<file path="src/design/ratp_pkg.sv">
package ratp_pkg;

  // Sine table geometry (quarter wave)
  localparam int unsigned SINE_TABLE_DEPTH = 256;
  localparam int unsigned ROM_AW  = $clog2(SINE_TABLE_DEPTH);
  localparam int unsigned IDX_W   = $clog2(SINE_TABLE_DEPTH + 1);
  localparam int unsigned POS_W   = 15;            // mirrored position, 0..16384
  localparam int unsigned IDXP_W  = POS_W + IDX_W;

  localparam longint unsigned HALF_PI_Q30 = 64'd1686629713;

  // Field and register widths
  localparam int unsigned ANGLE_W    = 16;
  localparam int unsigned ERR_W      = 16;
  localparam int unsigned SPEED_W    = 32;
  localparam int unsigned INTEG_W    = 32;
  localparam int unsigned LP_W       = 40;
  localparam int unsigned DELTA_W    = 41;
  localparam int unsigned PG_W       = 18;
  localparam int unsigned IG_W       = 18;
  localparam int unsigned SS_W       = 20;
  localparam int unsigned FC_W       = 16;
  localparam int unsigned CFG_IDX_W  = 2;
  localparam int unsigned CFG_DATA_W = 20;
  localparam int unsigned MUL_A_W    = 41;
  localparam int unsigned MUL_B_W    = 20;
  localparam int unsigned PROD_W     = 62;
  localparam int unsigned ACC_W      = 51;

  // Register reset values
  localparam logic [PG_W-1:0] PROP_GAIN_RST   = 18'd128000;
  localparam logic [IG_W-1:0] INTEG_GAIN_RST  = 18'd1000;
  localparam logic [SS_W-1:0] STEP_SCALE_RST  = 20'd42722;
  localparam logic [FC_W-1:0] FILTER_COEF_RST = 16'd328;

  localparam logic signed [ERR_W-1:0] SINE_MAX = 16'sd32767;

  typedef enum logic [CFG_IDX_W-1:0] {
    CFG_PROP_GAIN,
    CFG_INTEG_GAIN,
    CFG_STEP_SCALE,
    CFG_FILTER_COEF
  } cfg_reg_e;

  typedef struct packed {
    logic [PG_W-1:0] prop_gain;
    logic [IG_W-1:0] integ_gain;
    logic [SS_W-1:0] step_scale;
    logic [FC_W-1:0] filter_coef;
  } cfg_t;

  // Shared multiplier operand pairs
  typedef enum logic [2:0] {
    MUL_NONE,
    MUL_PROP_ERR,
    MUL_INTEG,
    MUL_STEP,
    MUL_FILTER
  } mul_sel_e;

  // Datapath control word
  typedef struct packed {
    logic     ld_diff;
    logic     ld_err;
    logic     ld_integ;
    mul_sel_e mul_sel;
    logic     ld_acc;
    logic     ld_speed;
    logic     ld_delta;
    logic     ld_angle;
    logic     ld_out;
  } dp_ctrl_t;

  typedef struct packed {
    logic out_busy;
  } dp_stat_t;

  // Taylor divisors (2k)(2k+1), k = 1..6
  localparam longint unsigned TAYLOR_DIV [6] = '{64'd6, 64'd20, 64'd42, 64'd72, 64'd110,
                                                 64'd156};

  typedef logic [ERR_W-1:0] sine_rom_t [SINE_TABLE_DEPTH];

  // Elaboration-time table build, Q30 series rounded to Q1.15
  function automatic sine_rom_t build_sine_rom();
    sine_rom_t         rom;
    longint unsigned   x;
    longint unsigned   x2;
    longint unsigned   term;
    longint            sum;
    longint            r;
    for (int unsigned i = 0; i < SINE_TABLE_DEPTH; i++) begin
      x    = HALF_PI_Q30 * 64'(i) / SINE_TABLE_DEPTH;
      x2   = (x * x) >> 30;
      term = x;
      sum  = longint'(x);
      for (int k = 1; k <= 6; k++) begin
        term = ((term * x2) >> 30) / TAYLOR_DIV[k-1];
        if (k[0]) begin
          sum = sum - longint'(term);
        end else begin
          sum = sum + longint'(term);
        end
      end
      if (sum < 0) begin
        sum = 0;
      end
      r = longint'((longint'(unsigned'(sum)) + 64'd16384) >>> 15);
      if (r > 32767) begin
        r = 32767;
      end
      rom[i] = ERR_W'(r);
    end
    return rom;
  endfunction

  localparam sine_rom_t SINE_ROM = build_sine_rom();

endpackage

</file>
<file path="src/design/ratp_seq.sv">
module ratp_seq (
  input  logic                clk_i,
  input  logic                rst_ni,
  input  logic                in_valid_i,
  input  ratp_pkg::dp_stat_t  stat_i,
  output logic                in_ready_o,
  output ratp_pkg::dp_ctrl_t  ctrl_o
);
  import ratp_pkg::*;

  typedef enum logic [2:0] {
    ST_FETCH,
    ST_SINE,
    ST_INTEG,
    ST_PROP,
    ST_SPEED,
    ST_STEP,
    ST_ANGLE,
    ST_OUT
  } step_e;

  typedef enum logic [1:0] {
    JMP_GO,     // always advance
    JMP_IN,     // advance on input item
    JMP_OUT     // advance once output register is free
  } jmp_e;

  typedef struct packed {
    jmp_e     jmp;
    step_e    target;
    dp_ctrl_t ctl;
  } ucode_t;

  // Microprogram ROM
  function automatic ucode_t ucode(step_e s);
    ucode_t u;
    u = '0;
    unique case (s)
      ST_FETCH: begin
        u.jmp = JMP_IN;  u.target = ST_SINE;  u.ctl.ld_diff = 1'b1;
      end
      ST_SINE: begin
        u.jmp = JMP_GO;  u.target = ST_INTEG; u.ctl.ld_err = 1'b1;
      end
      ST_INTEG: begin
        u.jmp = JMP_GO;  u.target = ST_PROP;  u.ctl.ld_integ = 1'b1;
        u.ctl.mul_sel = MUL_PROP_ERR;
      end
      ST_PROP: begin
        u.jmp = JMP_GO;  u.target = ST_SPEED; u.ctl.ld_acc = 1'b1;
        u.ctl.mul_sel = MUL_INTEG;
      end
      ST_SPEED: begin
        u.jmp = JMP_GO;  u.target = ST_STEP;  u.ctl.ld_speed = 1'b1;
      end
      ST_STEP: begin
        u.jmp = JMP_GO;  u.target = ST_ANGLE; u.ctl.ld_delta = 1'b1;
        u.ctl.mul_sel = MUL_STEP;
      end
      ST_ANGLE: begin
        u.jmp = JMP_GO;  u.target = ST_OUT;   u.ctl.ld_angle = 1'b1;
        u.ctl.mul_sel = MUL_FILTER;
      end
      ST_OUT: begin
        u.jmp = JMP_OUT; u.target = ST_FETCH; u.ctl.ld_out = 1'b1;
      end
    endcase
    return u;
  endfunction

  step_e  step_q, step_d;
  ucode_t cur;
  logic   go;

  always_comb begin
    cur = ucode(step_q);
    unique case (cur.jmp)
      JMP_GO:  go = 1'b1;
      JMP_IN:  go = in_valid_i;
      JMP_OUT: go = ~stat_i.out_busy;
      default: go = 1'b0;
    endcase
    step_d     = go ? cur.target : step_q;
    in_ready_o = (cur.jmp == JMP_IN);
    ctrl_o     = go ? cur.ctl : '0;
  end

  always_ff @(posedge clk_i or negedge rst_ni) begin
    if (!rst_ni) begin
      step_q <= ST_FETCH;
    end else begin
      step_q <= step_d;
    end
  end

endmodule

</file>
<file path="src/design/ratp_dp.sv">
module ratp_dp (
  input  logic                                  clk_i,
  input  logic                                  rst_ni,
  input  ratp_pkg::dp_ctrl_t                    ctrl_i,
  input  ratp_pkg::cfg_t                        cfg_i,
  input  logic [ratp_pkg::ANGLE_W-1:0]          measured_angle_i,
  input  logic                                  out_ready_i,
  output ratp_pkg::dp_stat_t                    stat_o,
  output logic                                  out_valid_o,
  output logic [ratp_pkg::ANGLE_W-1:0]          tracked_angle_o,
  output logic signed [ratp_pkg::SPEED_W-1:0]   raw_speed_o,
  output logic signed [ratp_pkg::SPEED_W-1:0]   filtered_speed_o,
  output logic signed [ratp_pkg::ERR_W-1:0]     phase_error_o
);
  import ratp_pkg::*;

  // Loop state
  logic        [ANGLE_W-1:0] angle_q;
  logic signed [INTEG_W-1:0] integ_q;
  logic signed [LP_W-1:0]    lowpass_q;

  // Working registers
  logic        [ANGLE_W-1:0] diff_q;
  logic signed [ERR_W-1:0]   err_q;
  logic signed [PROD_W-1:0]  prod_q;
  logic signed [ACC_W-1:0]   acc_q;
  logic signed [SPEED_W-1:0] speed_q;
  logic signed [DELTA_W-1:0] delta_q;
  logic                      out_valid_q;

  // Sine lookup
  logic [1:0]              quad;
  logic [POS_W-1:0]        pos;
  logic [IDXP_W-1:0]       idx_wide;
  logic [IDX_W-1:0]        idx;
  logic signed [ERR_W-1:0] mag;
  logic signed [ERR_W-1:0] err_d;

  always_comb begin
    quad     = diff_q[ANGLE_W-1 -: 2];
    pos      = {1'b0, diff_q[ANGLE_W-3:0]};
    if (quad[0]) begin
      pos = POS_W'(15'd16384 - pos);
    end
    idx_wide = IDXP_W'(pos) * IDXP_W'(SINE_TABLE_DEPTH);
    idx      = idx_wide[14 +: IDX_W];
    mag      = (idx >= IDX_W'(SINE_TABLE_DEPTH)) ? SINE_MAX
                                                 : signed'(SINE_ROM[idx[ROM_AW-1:0]]);
    err_d    = quad[1] ? -mag : mag;
  end

  // Saturating integrator
  logic signed [INTEG_W:0]   integ_sum;
  logic signed [INTEG_W-1:0] integ_d;

  always_comb begin
    integ_sum = {integ_q[INTEG_W-1], integ_q} + (INTEG_W+1)'(err_q);
    if (integ_sum[INTEG_W] != integ_sum[INTEG_W-1]) begin
      integ_d = integ_sum[INTEG_W] ? {1'b1, {(INTEG_W-1){1'b0}}}
                                   : {1'b0, {(INTEG_W-1){1'b1}}};
    end else begin
      integ_d = integ_sum[INTEG_W-1:0];
    end
  end

  // Shared multiplier, signed by unsigned
  logic signed [MUL_A_W-1:0] mul_a;
  logic        [MUL_B_W-1:0] mul_b;
  logic signed [MUL_B_W:0]   mul_b_s;
  logic signed [PROD_W-1:0]  mul_p;

  always_comb begin
    case (ctrl_i.mul_sel)
      MUL_PROP_ERR: begin
        mul_a = MUL_A_W'(err_q);
        mul_b = MUL_B_W'(cfg_i.prop_gain);
      end
      MUL_INTEG: begin
        mul_a = MUL_A_W'(integ_q);
        mul_b = MUL_B_W'(cfg_i.integ_gain);
      end
      MUL_STEP: begin
        mul_a = MUL_A_W'(speed_q);
        mul_b = cfg_i.step_scale;
      end
      MUL_FILTER: begin
        mul_a = delta_q;
        mul_b = MUL_B_W'(cfg_i.filter_coef);
      end
      default: begin
        mul_a = '0;
        mul_b = '0;
      end
    endcase
    mul_b_s = {1'b0, mul_b};
    mul_p   = PROD_W'(mul_a) * PROD_W'(mul_b_s);
  end

  // PI sum, floor shift by 15, saturate
  localparam int unsigned SH_W = ACC_W - 15;
  logic signed [ACC_W-1:0]   pi_sum;
  logic signed [SH_W-1:0]    pi_sh;
  logic signed [SPEED_W-1:0] speed_d;

  always_comb begin
    pi_sum = acc_q + prod_q[ACC_W-1:0];
    pi_sh  = pi_sum[ACC_W-1:15];
    if (pi_sh[SH_W-1:SPEED_W-1] != {(SH_W-SPEED_W+1){pi_sh[SH_W-1]}}) begin
      speed_d = pi_sh[SH_W-1] ? {1'b1, {(SPEED_W-1){1'b0}}}
                              : {1'b0, {(SPEED_W-1){1'b1}}};
    end else begin
      speed_d = pi_sh[SPEED_W-1:0];
    end
  end

  logic signed [DELTA_W-1:0] delta_d;
  logic signed [LP_W-1:0]    lowpass_d;

  assign delta_d   = {speed_q[SPEED_W-1], speed_q, 8'd0} - {lowpass_q[LP_W-1], lowpass_q};
  assign lowpass_d = lowpass_q + prod_q[LP_W+15:16];

  always_ff @(posedge clk_i or negedge rst_ni) begin
    if (!rst_ni) begin
      angle_q     <= '0;
      integ_q     <= '0;
      lowpass_q   <= '0;
      out_valid_q <= 1'b0;
    end else begin
      if (ctrl_i.ld_integ) begin
        integ_q <= integ_d;
      end
      if (ctrl_i.ld_angle) begin
        angle_q <= angle_q + prod_q[ANGLE_W+23:24];
      end
      if (ctrl_i.ld_out) begin
        lowpass_q   <= lowpass_d;
        out_valid_q <= 1'b1;
      end else if (out_ready_i) begin
        out_valid_q <= 1'b0;
      end
    end
  end

  always_ff @(posedge clk_i) begin
    if (ctrl_i.ld_diff) begin
      diff_q <= measured_angle_i - angle_q;
    end
    if (ctrl_i.ld_err) begin
      err_q <= err_d;
    end
    if (ctrl_i.mul_sel != MUL_NONE) begin
      prod_q <= mul_p;
    end
    if (ctrl_i.ld_acc) begin
      acc_q <= prod_q[ACC_W-1:0];
    end
    if (ctrl_i.ld_speed) begin
      speed_q <= speed_d;
    end
    if (ctrl_i.ld_delta) begin
      delta_q <= delta_d;
    end
    if (ctrl_i.ld_out) begin
      tracked_angle_o  <= angle_q;
      raw_speed_o      <= speed_q;
      filtered_speed_o <= lowpass_d[LP_W-1:8];
      phase_error_o    <= err_q;
    end
  end

  assign out_valid_o     = out_valid_q;
  assign stat_o.out_busy = out_valid_q & ~out_ready_i;

endmodule

</file>
<file path="src/design/rotor_angle_tracking_pll.sv">
// Rotor angle tracking PLL with a PI loop filter.
// Input channel (in_valid_i/in_ready_o): one measured electrical angle per
//   item, 65536 counts per turn, typically one per PWM period.
// Output channel (out_valid_o/out_ready_i): one result item per input item:
//   tracked angle after the advance, raw PI speed (Q24.8 rad/s), low-pass
//   speed, and phase error sin(measured - tracked) in Q1.15.
// Config channel (cfg_valid_i/cfg_ready_o): register index and data; always
//   ready. Write only while no item is in flight.
// Sequencing: a small microprogram of 8 steps drives one shared multiplier.
//   A new item is taken only after the last one has run through all steps,
//   as the four chained products share the single multiplier.
// Output is registered: the next item is accepted while a result waits.
//   If the receiver stalls, the final step holds until the output register
//   frees up, and the input stays not-ready meanwhile.
// Reset: angle, integrator and filter clear to zero, configuration registers
//   return to their defaults, and the block is ready for an item once reset is released.
module rotor_angle_tracking_pll (
  input  logic                                   clk_i,
  input  logic                                   rst_ni,
  input  logic                                   cfg_valid_i,
  output logic                                   cfg_ready_o,
  input  logic [ratp_pkg::CFG_IDX_W-1:0]         cfg_index_i,
  input  logic [ratp_pkg::CFG_DATA_W-1:0]        cfg_data_i,
  input  logic                                   in_valid_i,
  output logic                                   in_ready_o,
  input  logic [ratp_pkg::ANGLE_W-1:0]           measured_angle_i,
  output logic                                   out_valid_o,
  input  logic                                   out_ready_i,
  output logic [ratp_pkg::ANGLE_W-1:0]           tracked_angle_o,
  output logic signed [ratp_pkg::SPEED_W-1:0]    raw_speed_o,
  output logic signed [ratp_pkg::SPEED_W-1:0]    filtered_speed_o,
  output logic signed [ratp_pkg::ERR_W-1:0]      phase_error_o
);
  import ratp_pkg::*;

  // Configuration registers
  cfg_t cfg_q;

  always_ff @(posedge clk_i or negedge rst_ni) begin
    if (!rst_ni) begin
      cfg_q.prop_gain   <= PROP_GAIN_RST;
      cfg_q.integ_gain  <= INTEG_GAIN_RST;
      cfg_q.step_scale  <= STEP_SCALE_RST;
      cfg_q.filter_coef <= FILTER_COEF_RST;
    end else if (cfg_valid_i) begin
      unique case (cfg_reg_e'(cfg_index_i))
        CFG_PROP_GAIN:   cfg_q.prop_gain   <= cfg_data_i[PG_W-1:0];
        CFG_INTEG_GAIN:  cfg_q.integ_gain  <= cfg_data_i[IG_W-1:0];
        CFG_STEP_SCALE:  cfg_q.step_scale  <= cfg_data_i[SS_W-1:0];
        CFG_FILTER_COEF: cfg_q.filter_coef <= cfg_data_i[FC_W-1:0];
      endcase
    end
  end

  assign cfg_ready_o = 1'b1;

  dp_ctrl_t dp_ctrl;
  dp_stat_t dp_stat;

  ratp_seq u_seq (
    .clk_i      (clk_i),
    .rst_ni     (rst_ni),
    .in_valid_i (in_valid_i),
    .stat_i     (dp_stat),
    .in_ready_o (in_ready_o),
    .ctrl_o     (dp_ctrl)
  );

  ratp_dp u_dp (
    .clk_i            (clk_i),
    .rst_ni           (rst_ni),
    .ctrl_i           (dp_ctrl),
    .cfg_i            (cfg_q),
    .measured_angle_i (measured_angle_i),
    .out_ready_i      (out_ready_i),
    .stat_o           (dp_stat),
    .out_valid_o      (out_valid_o),
    .tracked_angle_o  (tracked_angle_o),
    .raw_speed_o      (raw_speed_o),
    .filtered_speed_o (filtered_speed_o),
    .phase_error_o    (phase_error_o)
  );

`ifndef SYNTH
  // Sequencer leaves the fetch step after an accepted item
  a_busy_after_accept: assert property (@(posedge clk_i) disable iff (!rst_ni)
    (in_valid_i && in_ready_o) |=> !in_ready_o)
    else $error("input still ready right after an accepted item");

  // The angle difference is only latched on an accepted item
  a_diff_on_accept: assert property (@(posedge clk_i) disable iff (!rst_ni)
    dp_ctrl.ld_diff |-> (in_valid_i && in_ready_o))
    else $error("angle difference latched without an accepted item");

  // A pending result is never overwritten
  a_no_overwrite: assert property (@(posedge clk_i) disable iff (!rst_ni)
    dp_ctrl.ld_out |-> (!out_valid_o || out_ready_i))
    else $error("result register loaded while previous result pending");

  // Sine magnitude never exceeds full scale, so the negative limit is unused
  a_err_range: assert property (@(posedge clk_i) disable iff (!rst_ni)
    out_valid_o |-> (phase_error_o != 16'h8000))
    else $error("phase error at negative full scale");
`endif

endmodule
</file>
<file path="config.mk">
export PLATFORM = sky130hd
export DESIGN_NAME = rotor_angle_tracking_pll
export DESIGN_NICKNAME = d
export VERILOG_FILES = /design/src/design/ratp_pkg.sv /design/src/design/ratp_seq.sv /design/src/design/ratp_dp.sv /design/src/design/rotor_angle_tracking_pll.sv
export SDC_FILE = /design/constraint.sdc
export NUM_CORES = 2
export LEC_CHECK = 0
export BUFFER_PORTS_ARGS = -buffer_cell sky130_fd_sc_hd__buf_2
export CAP_MARGIN = 20
export CORE_ASPECT_RATIO = 0.9
export CORE_MARGIN = 2
export CORE_UTILIZATION = 50
export CTS_CLUSTER_DIAMETER = 100
export DETAILED_ROUTE_END_ITERATION = 6
export PLACE_DENSITY = 0.78
export SETUP_SLACK_MARGIN = 0.15
export SKIP_LAST_GASP = 1
export SLEW_MARGIN = 20
export SYNTH_ARGS = -nofsm -noshare
export SYNTH_HDL_FRONTEND = slang
export SYNTH_SLANG_ARGS = --single-unit
</file>
<file path="constraint.sdc">
create_clock -name clk_i -period 13.6 [get_ports clk_i]
set_input_delay 2.72 -clock clk_i [delete_from_list [all_inputs] [get_ports clk_i]]
set_output_delay 2.72 -clock clk_i [all_outputs]
set_load 0.01 [all_outputs]
</file>
==> results.py <==
metrics = {
    "cells_and_area": {
        "fillers": 10376,
        "multi_input_area_mm2": 0.0413,
        "nets": 7711,
        "ff_latch_area_mm2": 0.0134,
        "area_delta_synth_final_pct": 8.35,
        "drive_above_1_share": 0.0993,
    },
    "sta": {
        "fmax_mhz": 87.5,
        "max-slew-margin-rel": 0.103,
        "worst_slew_pin_slew_ns": 1.34,
        "fin_tns_setup_ns": 0,
        "rsz0062_at_grt": "no",
        "setup_violations": 0,
        "post-route-min-period_ns": 11.43,
        "hold_viol": 0,
        "slew_violations": 0,
        "fin_skew_ns": 0.0589,
        "period_share": 0.841,
    },
    "worst_setup_path": {
        "reg2reg_slack_ns": 2.17,
        "startpoint_type": "flop",
        "path_max_fanout": 55,
        "crit_type": "flop to flop",
        "cp_top_family": "adder cells",
        "worst_path_most_repeated_cell": "fa_1",
        "arrival_ns": 11.86,
        "cp.required_ns": 14.03,
        "slowest_delay_ns": 0.77,
        "worstSetupEndpointType": "flop",
        "crit_slowest_cell": "a221o_1",
        "cp_num_buf_inv": 5,
    },
    "global_route": {
        "grt_busiest_layer": "met1",
        "use_met2": 0.526,
        "track_usage": 0.403,
        "grt_max_degree": 102,
        "met1_usage": 0.567,
        "gr-usage-met3": 0.211,
        "grt_pass1_wl_mm": 358,
        "overflow": 0,
        "antenna_found_initial": 25,
        "grt_pass1_vias": 52983,
    },
    "placement": {
        "io_buffers": 140,
        "dp_hpwl_mm": 191,
        "place_congestion": 1.07,
    },
    "clock_tree": {
        "path_clk_slew_ns": 0.06,
        "root_buffer": "clkbuf_16",
        "cts_tree": "built",
        "clock_sinks": 472,
        "clk_latency_ns": 0.69,
        "postCtsHoldBufs": 0,
        "htree_levels": 2,
        "clockBufferDepth": 3,
        "cts_setup_buffers": 0,
        "cts_buffers": 54,
        "ctsResizeCount": 0,
    },
    "logic_synthesis": {
        "synthesis.area_mm2": 0.0594,
        "synthFlopType": "edfxtp_1",
        "synth_top_area_cell": "fa_1",
        "synth-seq-area-share": 0.225,
        "syn-mean-instance-area_um2": 9.03,
        "synth_commonest_cells": "inv_1, fa_1, nand2_1",
        "synthTopCellsByArea": "fa_1, edfxtp_1, ha_1",
        "synth_seq_cells": 472,
        "synth_nets": 7710,
        "synth-edff-count": 308,
        "synth_top_area_share": 0.252,
        "yosysMostFrequentCell": "inv_1",
        "ys_types": 104,
        "yosysWarnings": 0,
        "async_flop_share": 0.347,
        "synthCells": 6578,
    },
    "route": {
        "drt_iter0_markers": 7049,
        "via_per_inst": 6.53,
        "drcViolationCount": 0,
        "vias": 53570,
        "route.detailed.wl_per_inst_um": 30.1,
        "antenna_left": 0,
        "routed_wl_mm": 247,
        "drt_first_pass_iters": 6,
    },
    "floorplan": {
        "dieArea_mm2": 0.122,
        "start_util": 0.506,
        "io_pins": 142,
        "row_count": 119,
        "core_mm2": 0.117,
        "chipWidth_um": 367,
        "die_h_um": 331,
    },
    "outcome": {
        "outcome": "finished, final reports clean",
    },
    "worst_hold_path": {
        "hold_class": "flop to flop",
    },
    "job": {
        "maxCapViolCount": 0,
    },
}
[cells by family (layout without fill, tap and decap cells)]
kind of cell | Yosys count | in the layout | synth area share
adder cells (fa/ha/maj) | 1116 | 1116 | 0.328
multiplexers | 99 | 99 | 0.0184
XOR/XNOR | 236 | 236 | 0.0353
other | 1 | 12 | 0.0000631
AO/OA/AOI/OAI | 1443 | 1443 | 0.166
buffers and inverters | 1336 | 1383 | 0.0864
flip-flops | 472 | 472 | 0.225
AND/OR/NAND/NOR | 1875 | 1875 | 0.141
[worst register-to-register path: cells and delay by family, from the launching register on]
kind	cells	cell delay [ns]
buf+inv	5	1.37
fa+ha+maj	8	4.08
compound gates	9	3.49
flops	1	0.68
xor+xnor	1	0.11
simple gates	6	1.45
[layout by cell type, fill, tap and decap left out, types with 154 or more instances in the layout]
cell type / netlist / final
o21ai_0: 290 / 287
nand2_1: 740 / 740
inv_1: 943 / 942
buf_4: 11 / 188
ha_1: 341 / 338
a21o_1: 154 / 154
fa_1: 748 / 748
a21oi_1: 317 / 314
edfxtp_1: 308 / 308
nor2_1: 607 / 604
[registers in the layout, summed over array words and instances, names as in the netlist]
signal	flops
u_dp.prod_q	56
u_dp.integ_q	32
u_dp.out_valid_o	1
u_dp.tracked_angle_o	16
u_dp.lowpass_q	40
u_dp.raw_speed_o	32
u_dp.err_q	16
u_seq.step_q	3
u_dp.filtered_speed_o	32
u_dp.diff_q	16
u_dp.speed_q	32
u_dp.acc_q	51
u_dp.angle_q	16
u_dp.phase_error_o	16
u_dp.delta_q	41
cfg_q	72
[stage by stage]
stage          utilization  hold WS (ns)  instance area (um2)  instances  setup slack [ns]
4_1_cts              0.548         0.460                64300       8197              2.54
3_3_place_gp         0.530         0.435                62300       8094              2.86
6_report             0.548         0.462                64400       8209              2.17
2_1_floorplan            -         0.427                59400       6578              3.34
5_1_grt              0.548         0.467                64400       8198              1.89
3_5_place_dp         0.531         0.446                62300       8095              2.57
[final timing paths]
check / from / cells after the start / end
setup / recovery: u_seq.step_q[0] / 29 / u_dp.prod_q[54]
hold / removal: u_dp.prod_q[2] / 0 / u_dp.acc_q[2]
setup reg to reg: u_seq.step_q[0] / 29 / u_dp.prod_q[54]
hold reg to reg: u_dp.prod_q[2] / 0 / u_dp.acc_q[2]
max in group asynchronous: rst_ni / 2 / cfg_q[14]
min in group asynchronous: rst_ni / 1 / u_dp.lowpass_q[28]
[layout make-up]
class,instances,share of cell area
multi-input combinational,4770,0.641
tap,1573,0.0306
sequential,472,0.208
inverter,949,0.0554
clock buffer,73,0.0253
clock inverter,29,0.00560
timing repair buffer,332,0.0339
antenna,11,0.000427
[metal layers]
metal | vias to the layer above | share of wire
li1 | 22188 | -
met1 | 26692 | 0.40
met2 | 3994 | 0.38
met3 | 672 | 0.18
met4 | 24 | 0.041
met5 | - | 0.0015
Power is left out: the tool's default activity adds up to more than one toggle a clock period on the data nets, which glitch-free logic cannot reach.
